$ cat config.mk
export PLATFORM = sky130hd
export DESIGN_NAME = aligned_bump_arena_allocator_top
export DESIGN_NICKNAME = d
export VERILOG_FILES = /design/src/rtl/core/abaa_pkg.sv /design/src/rtl/core/abaa_ctrl.sv /design/src/rtl/core/abaa_datapath.sv /design/src/rtl/core/aligned_bump_arena_allocator_top.sv
export SDC_FILE = /design/constraint.sdc
export NUM_CORES = 1
export LEC_CHECK = 0
export BUFFER_PORTS_ARGS = -buffer_cell sky130_fd_sc_hd__buf_2
export CAP_MARGIN = 20
export CORE_MARGIN = 2
export CORE_UTILIZATION = 35
export DETAILED_ROUTE_END_ITERATION = 6
export SYNTH_ARGS = -nofsm -noshare
export SYNTH_HDL_FRONTEND = slang
export SYNTH_HIERARCHICAL = 1
export SYNTH_SLANG_ARGS = --single-unit
$ cat constraint.sdc
create_clock -name clock -period 11.4 [get_ports clock]
set_input_delay 2.28 -clock clock [delete_from_list [all_inputs] [get_ports clock]]
set_output_delay 2.28 -clock clock [all_outputs]
set_load 0.1 [all_outputs]
$ cat src/rtl/core/abaa_pkg.sv
// ----------------------------------------------------------------------------
// abaa_pkg
// Shared types and constants for the aligned bump arena allocator.
// ----------------------------------------------------------------------------
`default_nettype none

package abaa_pkg;

   localparam int ARENA_BYTES_DEFAULT = 65535;
   localparam int OFFSET_W            = 16;
   localparam int ADDR_W              = 33;
   localparam int DIV_STEPS           = ADDR_W;
   localparam int CNT_W               = $clog2(DIV_STEPS + 1);

   localparam logic [OFFSET_W-1:0] TOP_RESET = 16'h0001;

   typedef enum logic [1:0] {
      FUNC_PUSH  = 2'd0,
      FUNC_POP   = 2'd1,
      FUNC_CLEAR = 2'd2
   } func_type;

   typedef enum logic [1:0] {
      STATUS_DONE     = 2'd0,
      STATUS_ZERO     = 2'd1,
      STATUS_OVERSIZE = 2'd2,
      STATUS_NOFIT    = 2'd3
   } status_type;

   typedef struct packed {
      logic load_in;
      logic div_step;
      logic commit;
   } ctrl_cmd_type;

   typedef struct packed {
      logic need_div;
      logic div_done;
   } dp_status_type;

endpackage

`default_nettype wire

$ cat src/rtl/core/abaa_ctrl.sv
// ----------------------------------------------------------------------------
// abaa_ctrl
// Sequencer: accept, remainder loop, commit into the output register.
// ----------------------------------------------------------------------------
`default_nettype none

module abaa_ctrl (
   input  wire logic                  clock,
   input  wire logic                  reset,
   input  wire logic                  req_valid,
   output logic                       req_ready,
   output logic                       rsp_valid,
   input  wire logic                  rsp_ready,
   input  wire abaa_pkg::dp_status_type dp_status,
   output abaa_pkg::ctrl_cmd_type     cmd
);
   import abaa_pkg::*;

   typedef enum logic [1:0] {
      S_IDLE,
      S_DIV,
      S_FINISH
   } state_type;

   state_type state_ff;
   logic      rsp_valid_ff;
   logic      out_free;

   assign out_free  = !rsp_valid_ff || rsp_ready;
   assign req_ready = (state_ff == S_IDLE);
   assign rsp_valid = rsp_valid_ff;

   always_comb begin
      cmd          = '0;
      cmd.load_in  = (state_ff == S_IDLE) && req_valid;
      cmd.div_step = (state_ff == S_DIV) && dp_status.need_div && !dp_status.div_done;
      cmd.commit   = (state_ff == S_FINISH) && out_free;
   end

   always_ff @(posedge clock) begin
      if (reset) begin
         state_ff     <= S_IDLE;
         rsp_valid_ff <= 1'b0;
      end else begin
         if (cmd.commit) begin
            rsp_valid_ff <= 1'b1;
         end else if (rsp_valid_ff && rsp_ready) begin
            rsp_valid_ff <= 1'b0;
         end
         unique case (state_ff)
            S_IDLE: begin
               if (req_valid) begin
                  state_ff <= S_DIV;
               end
            end
            S_DIV: begin
               if (!dp_status.need_div || dp_status.div_done) begin
                  state_ff <= S_FINISH;
               end
            end
            S_FINISH: begin
               if (out_free) begin
                  state_ff <= S_IDLE;
               end
            end
            default: state_ff <= S_IDLE;
         endcase
      end
   end

   a_commit_free: assert property (@(posedge clock) disable iff (reset)
      cmd.commit |-> (!rsp_valid_ff || rsp_ready))
      else $error("commit while output register holds an untaken item");

   a_one_in_flight: assert property (@(posedge clock) disable iff (reset)
      (req_valid && req_ready) |=> !req_ready)
      else $error("second item accepted before the first one finished");

   a_commit_shows: assert property (@(posedge clock) disable iff (reset)
      cmd.commit |=> rsp_valid)
      else $error("committed item not presented");

   a_step_only_div: assert property (@(posedge clock) disable iff (reset)
      cmd.div_step |-> (dp_status.need_div && (state_ff == S_DIV)))
      else $error("remainder step outside the divide phase");

endmodule

`default_nettype wire

$ cat src/rtl/core/abaa_datapath.sv
// ----------------------------------------------------------------------------
// abaa_datapath
// Arena state, base register, radix-2 remainder unit and result register.
// ----------------------------------------------------------------------------
`default_nettype none

module abaa_datapath #(
   parameter int ARENA_BYTES = abaa_pkg::ARENA_BYTES_DEFAULT
) (
   input  wire logic                    clock,
   input  wire logic                    reset,
   input  wire logic                    csr_write,
   input  wire logic [31:0]             csr_arena_base_address,
   input  wire logic [1:0]              req_func,
   input  wire logic [31:0]             req_request_bytes,
   input  wire logic [15:0]             req_pop_offset,
   input  wire abaa_pkg::ctrl_cmd_type  cmd,
   output abaa_pkg::dp_status_type      dp_status,
   output logic [1:0]                   rsp_status,
   output logic [15:0]                  rsp_allocated_offset,
   output logic [15:0]                  rsp_top_offset,
   output logic [15:0]                  rsp_previous_top,
   output logic                         rsp_full_flag
);
   import abaa_pkg::*;

   localparam logic [31:0]         ARENA_LIMIT32 = 32'(ARENA_BYTES);
   localparam logic [OFFSET_W+1:0] ARENA_LIMIT18 = (OFFSET_W + 2)'(ARENA_BYTES);

   logic [31:0]          base_ff;
   logic [1:0]           func_ff;
   logic [31:0]          bytes_ff;
   logic [OFFSET_W-1:0]  popoff_ff;

   logic [OFFSET_W-1:0]  top_ff, top_in;
   logic [OFFSET_W-1:0]  prior_ff, prior_in;
   logic [OFFSET_W-1:0]  alloc_ff, alloc_in;
   logic                 full_ff, full_in;
   status_type           status_in;

   logic [ADDR_W-1:0]    raw_ff;
   logic [OFFSET_W-1:0]  rem_ff, rem_in;
   logic [CNT_W-1:0]     cnt_ff;

   logic [1:0]           rsp_status_ff;
   logic [OFFSET_W-1:0]  rsp_alloc_ff, rsp_top_ff, rsp_prior_ff;
   logic                 rsp_full_ff;

   logic [OFFSET_W-1:0]  eff_top;
   logic [OFFSET_W-1:0]  divisor;
   logic                 is_zero, is_over, is_pow2;
   logic [OFFSET_W:0]    trial;
   logic [OFFSET_W-1:0]  rem_sel, adjust;
   logic [OFFSET_W+1:0]  offset, block_end;
   logic                 fits;

   assign eff_top = (top_ff == '0) ? TOP_RESET : top_ff;
   assign divisor = bytes_ff[OFFSET_W-1:0];
   assign is_zero = (bytes_ff == '0);
   assign is_over = (bytes_ff > ARENA_LIMIT32);
   assign is_pow2 = ((divisor & (divisor - 1'b1)) == '0);

   assign dp_status.need_div = (func_ff == FUNC_PUSH) && !is_zero && !is_over && !is_pow2;
   assign dp_status.div_done = (cnt_ff == '0);

   // one quotient bit per step, address MSB first
   always_comb begin
      trial = {rem_ff, raw_ff[ADDR_W-1]};
      if (trial >= {1'b0, divisor}) begin
         rem_in = OFFSET_W'(trial - {1'b0, divisor});
      end else begin
         rem_in = trial[OFFSET_W-1:0];
      end
   end

   assign rem_sel   = is_pow2 ? (raw_ff[OFFSET_W-1:0] & (divisor - 1'b1)) : rem_ff;
   assign adjust    = (rem_sel == '0) ? '0 : (divisor - rem_sel);
   assign offset    = {2'b00, eff_top} + {2'b00, adjust};
   assign block_end = offset + {2'b00, divisor};
   assign fits      = (block_end <= ARENA_LIMIT18);

   always_comb begin
      top_in    = top_ff;
      prior_in  = prior_ff;
      alloc_in  = alloc_ff;
      full_in   = full_ff;
      status_in = STATUS_DONE;
      case (func_ff)
         FUNC_PUSH: begin
            if (is_zero) begin
               status_in = STATUS_ZERO;
            end else if (is_over) begin
               status_in = STATUS_OVERSIZE;
            end else if (fits) begin
               alloc_in = offset[OFFSET_W-1:0];
               top_in   = block_end[OFFSET_W-1:0];
               prior_in = offset[OFFSET_W-1:0];
               full_in  = 1'b0;
            end else begin
               full_in   = 1'b1;
               status_in = STATUS_NOFIT;
            end
         end
         FUNC_POP: begin
            if (top_ff != TOP_RESET) begin
               if (top_ff > popoff_ff) begin
                  top_in   = prior_ff;
                  prior_in = popoff_ff;
               end
               full_in = 1'b0;
            end
         end
         FUNC_CLEAR: begin
            top_in   = TOP_RESET;
            prior_in = '0;
            alloc_in = '0;
         end
         default: ;
      endcase
   end

   always_ff @(posedge clock) begin
      if (reset) begin
         base_ff  <= '0;
         top_ff   <= TOP_RESET;
         prior_ff <= '0;
         alloc_ff <= '0;
         full_ff  <= 1'b0;
         cnt_ff   <= '0;
      end else begin
         if (csr_write) begin
            base_ff <= csr_arena_base_address;
         end
         if (cmd.load_in) begin
            cnt_ff <= CNT_W'(DIV_STEPS);
         end else if (cmd.div_step) begin
            cnt_ff <= cnt_ff - 1'b1;
         end
         if (cmd.commit) begin
            top_ff   <= top_in;
            prior_ff <= prior_in;
            alloc_ff <= alloc_in;
            full_ff  <= full_in;
         end
      end
   end

   always_ff @(posedge clock) begin
      if (cmd.load_in) begin
         func_ff   <= req_func;
         bytes_ff  <= req_request_bytes;
         popoff_ff <= req_pop_offset;
         raw_ff    <= {1'b0, base_ff} + {{(ADDR_W-OFFSET_W){1'b0}}, eff_top};
         rem_ff    <= '0;
      end else if (cmd.div_step) begin
         raw_ff <= {raw_ff[ADDR_W-2:0], 1'b0};
         rem_ff <= rem_in;
      end
      if (cmd.commit) begin
         rsp_status_ff <= status_in;
         rsp_alloc_ff  <= alloc_in;
         rsp_top_ff    <= top_in;
         rsp_prior_ff  <= prior_in;
         rsp_full_ff   <= full_in;
      end
   end

   assign rsp_status           = rsp_status_ff;
   assign rsp_allocated_offset = rsp_alloc_ff;
   assign rsp_top_offset       = rsp_top_ff;
   assign rsp_previous_top     = rsp_prior_ff;
   assign rsp_full_flag        = rsp_full_ff;

   a_top_in_arena: assert property (@(posedge clock) disable iff (reset)
      cmd.commit && (func_ff == FUNC_PUSH) && (status_in == STATUS_DONE) && !is_zero
      |-> (block_end <= ARENA_LIMIT18))
      else $error("allocation past the end of the arena");

   a_nofit_sets_full: assert property (@(posedge clock) disable iff (reset)
      cmd.commit && (status_in == STATUS_NOFIT) |=> full_ff)
      else $error("full flag not set on a failed push");

   a_rem_below_div: assert property (@(posedge clock) disable iff (reset)
      dp_status.need_div && dp_status.div_done |-> (rem_ff < divisor))
      else $error("remainder not reduced below the size");

endmodule

`default_nettype wire

$ cat src/rtl/core/aligned_bump_arena_allocator_top.sv
// ----------------------------------------------------------------------------
// aligned_bump_arena_allocator_top
// Bump-pointer arena allocator with push, pop and clear requests.
// ----------------------------------------------------------------------------
// One item is worked on at a time. A push whose size is not a power of two
// goes through the divide phase between accept and result: the aligned address
// needs the remainder of the 33-bit absolute address by the size, found by a
// radix-2 restoring loop that retires one address bit per cycle. Every other
// item does no remainder steps. The result sits in an output register, so the
// next item is accepted while it waits to be taken. The base address register
// is written through the csr_ port, which is always ready; write it only while idle.
`default_nettype none

module aligned_bump_arena_allocator_top #(
   parameter int ARENA_BYTES = abaa_pkg::ARENA_BYTES_DEFAULT
) (
   input  wire logic        clock,
   input  wire logic        reset,
   input  wire logic        csr_valid,
   output logic             csr_ready,
   input  wire logic [31:0] csr_arena_base_address,
   input  wire logic        req_valid,
   output logic             req_ready,
   input  wire logic [1:0]  req_func,
   input  wire logic [31:0] req_request_bytes,
   input  wire logic [15:0] req_pop_offset,
   output logic             rsp_valid,
   input  wire logic        rsp_ready,
   output logic [1:0]       rsp_status,
   output logic [15:0]      rsp_allocated_offset,
   output logic [15:0]      rsp_top_offset,
   output logic [15:0]      rsp_previous_top,
   output logic             rsp_full_flag
);
   import abaa_pkg::*;

   ctrl_cmd_type  cmd;
   dp_status_type dp_status;

   assign csr_ready = 1'b1;

   abaa_ctrl u_ctrl (
      .clock     (clock),
      .reset     (reset),
      .req_valid (req_valid),
      .req_ready (req_ready),
      .rsp_valid (rsp_valid),
      .rsp_ready (rsp_ready),
      .dp_status (dp_status),
      .cmd       (cmd)
   );

   abaa_datapath #(
      .ARENA_BYTES (ARENA_BYTES)
   ) u_datapath (
      .clock                  (clock),
      .reset                  (reset),
      .csr_write              (csr_valid && csr_ready),
      .csr_arena_base_address (csr_arena_base_address),
      .req_func               (req_func),
      .req_request_bytes      (req_request_bytes),
      .req_pop_offset         (req_pop_offset),
      .cmd                    (cmd),
      .dp_status              (dp_status),
      .rsp_status             (rsp_status),
      .rsp_allocated_offset   (rsp_allocated_offset),
      .rsp_top_offset         (rsp_top_offset),
      .rsp_previous_top       (rsp_previous_top),
      .rsp_full_flag          (rsp_full_flag)
   );

endmodule

`default_nettype wire
==> flow_metrics.py <==
metrics = {
    "synth": {
        "yosysMostFrequentCell": "nor2_1",
        "synth_edf_count": 134,
        "yosysUniqueCellTypes": 91,
        "syn_area_um2": 15010,
        "yosysTopAreaCell": "edfxtp_1",
        "synth_nets": 1785,
        "syn-instance-count": 1579,
        "synth_flop_cell": "edfxtp_1",
        "ys_top_cells_by_area": "edfxtp_1, dfxtp_1, ha_1",
        "synth_seq_area_share_pct": 40.95,
        "postSynth.asyncResetShare_pct": 0,
        "synth_seq_cells": 240,
        "syn_avg_cell_area_um2": 9.504,
        "synth_top_area_share_pct": 26.81,
        "ys_top_cells_by_count": "nor2_1, edfxtp_1, nand2_1",
        "ys_warn_count": 6,
    },
    "global_route": {
        "grt_pass1_wl_um": 70370,
        "grt_util_all_layers_pct": 20.61,
        "grt_pass1_vias": 12120,
        "antenna_found_initial": 1,
        "globalRouteOverflowTotal": 0,
        "grt_max_degree": 99,
    },
    "clocking": {
        "cts_inserted_buffers": 28,
        "clk_pin_slew_ns": 0.06,
        "worst_skew_pair.late_latency_ns": 0.57,
        "post_cts_buffers": 0,
        "cts_resized": 0,
        "htreeDepth": 1,
        "holdBufCountCts": 0,
        "cts_sinks": 240,
        "cts_root_buf": "clkbuf_16",
        "cts_tree": "done",
        "cts_buffer_depth": 3,
    },
    "timing": {
        "max-slew-margin-rel_pct": 20.28,
        "worst-slew-pin-transition_ns": 1.187,
        "period_share_pct": 87.12,
        "fmax_mhz": 100.7,
        "fin_tns_setup_ns": 0,
        "fin_crit_ns": 9.931,
        "finalHoldViolCount": 0,
        "slew_viol_final": 0,
        "setup_violations": 0,
        "fin_skew_ns": 0.01913,
        "rsz0062_at_grt": "no",
    },
    "die": {
        "dieHeight_um": 211.1,
        "die_area_um2": 44550,
        "core_um2": 42130,
        "row_count": 75,
        "io_pins": 141,
        "die_w_um": 211.1,
        "start_util_pct": 35.62,
    },
    "worst_setup_path": {
        "critPathKind": "register to register",
        "crit_path_end_kind": "register",
        "cp_slowest_cell": "a211oi_1",
        "crit_fanout": 28,
        "crit_arrival_ns": 10.39,
        "slowest_delay_ns": 0.65,
        "cp.required_ns": 11.86,
        "cp-start-kind": "register",
    },
    "route": {
        "viasPerCell": 5.561,
        "drcViolationCount": 0,
        "top_layer": "met5",
        "route.vias.total": 12550,
        "wl_um": 46500,
        "met3_length_um": 2919,
        "routedWlPerCell_um": 20.60,
        "wl_met1_um": 19360,
        "dr_wl_met2_um": 22470,
        "dr.pass1.iters": 6,
        "ant_nets": 0,
        "drtIter0Drc": 946,
    },
    "power_and_ir_drop": {
        "p_leak_nw": 6.815,
        "p_clk_share_pct": 42.6,
        "power_density_nw_per_um2": 125.6,
        "intPower_mw": 1.597,
        "power_frac_seq_pct": 45.8,
        "swShare_pct": 26.12,
        "p_comb_share_pct": 11.6,
        "switchingPower_mw": 0.5647,
        "ir_drop_v": 0.00009435,
    },
    "final_layout": {
        "drive_gt1_share_pct": 15.13,
        "antenna_cells": 0,
        "final_core_util_pct": 40.85,
        "nets": 1902,
        "syn_to_final_growth_pct": 14.69,
    },
    "placement": {
        "port_buffers": 139,
        "gp_congestion": 0.9038,
        "dp_hpwl_um": 35070,
    },
    "job": {
        "cap_violations": 0,
    },
    "min_path": {
        "hold_class": "register to register",
    },
    "status": {
        "status": "completed",
    },
}
[metrics by stage]
step           setup WS (ns)  total power [mW]  std cells  instance area [µm²]  hold slack, ns
6_report               1.469             2.162       2257                17210          0.4931
3_3_place_gp           1.681             1.257       2202                16240          0.4655
2_1_floorplan          2.948             1.173       1579                15010          0.4536
3_5_place_dp           1.574             1.260       2202                16240          0.4751
5_1_grt               0.4363             2.245       2257                17210          0.5178
4_1_cts                1.525             2.186       2254                17190          0.4886
[registers in the layout (all words and copies together) (netlist names)]
name and count:
u_datapath/func_ff 2, u_datapath/popoff_ff 16, u_datapath/cnt_ff 6, u_datapath/full_ff 1, u_datapath/rsp_full_flag 1, u_datapath/bytes_ff 32, u_datapath/prior_ff 16, u_datapath/rsp_status 2
u_datapath/rsp_allocated_offset 16, u_datapath/alloc_ff 16, u_datapath/raw_ff 33, u_datapath/rem_ff 16, u_datapath/top_ff 16, u_datapath/base_ff 32, u_ctrl/rsp_valid 1, u_datapath/rsp_previous_top 16
u_datapath/rsp_top_offset 16, u_ctrl/state_ff 2
[power by group through the flow]
stage	registers, mW	clock network (mW)	logic [mW]
2_1_floorplan	1.02	0	0.152
3_3_place_gp	1.01	0	0.249
3_5_place_dp	1.01	0	0.252
4_1_cts	0.990	0.943	0.253
5_1_grt	0.993	0.976	0.276
6_report	0.990	0.920	0.252
[placed cells by master (no fill, tap or decap), types with 21 or more instances in the layout]
cell | netlist | layout
nand3_1 | 21 | 21
nor3_1 | 43 | 43
dfxtp_1 | 106 | 106
inv_1 | 91 | 91
mux2i_1 | 50 | 50
clkbuf_16 | 0 | 28
buf_4 | 4 | 25
nor2_1 | 166 | 166
nor4_1 | 24 | 24
edfxtp_1 | 134 | 134
a21oi_1 | 102 | 102
nand2_1 | 126 | 126
buf_2 | 7 | 139
ha_1 | 114 | 114
o21ai_0 | 56 | 56
xnor2_1 | 53 | 53
[worst max-delay path: cells and delay by family (launching register included)]
kind / cells / cell delay, ns
AO/OA/AOI/OAI: 13 / 3.37
XOR/XNOR: 1 / 0.19
adder cells (fa/ha/maj): 6 / 1.82
buffers and inverters: 6 / 1.04
flip-flops: 1 / 0.54
multiplexers: 1 / 0.25
AND/OR/NAND/NOR: 12 / 2.59
[cell families (layout without fill, tap and decap cells)]
family / after synthesis / in the layout / share of synthesized area, %
flops: 240 / 240 / 40.95
xor+xnor: 71 / 71 / 4.144
other cells: 1 / 1 / 0.02499
simple gates: 500 / 500 / 16.05
fa+ha+maj: 120 / 120 / 10.24
mux: 68 / 68 / 4.786
buf+inv: 171 / 310 / 4.536
compound gates: 408 / 408 / 19.27
[final timing paths]
check / cells past startpoint / start / slack [ns] / to
max: 39 / u_datapath/bytes_ff[3] / 1.47 / u_datapath/prior_ff[4]
min: 2 / u_datapath/alloc_ff[6] / 0.49 / u_datapath/alloc_ff[6]
max reg2reg: 39 / u_datapath/bytes_ff[3] / 1.47 / u_datapath/prior_ff[4]
min reg2reg: 2 / u_datapath/alloc_ff[6] / 0.49 / u_datapath/alloc_ff[6]
[metal layers]
layer | global-route usage (%) | vias up
met5 | 0 | -
met4 | 7.358 | 2
met3 | 4.208 | 98
met2 | 35.41 | 384
met1 | 25.58 | 5965
li1 | - | 6103
[layout make-up]
cell class              instances  area [µm²]
well taps                     539       674.4
repair buffers                165       903.4
clock inverters                13       158.9
inverters                      93       349.1
fillers                      4149       24920
multi-input cells            1168        8188
flip-flops and latches        240        6146
clock buffers                  39       792.0
(Power assumes the default switching activity.)
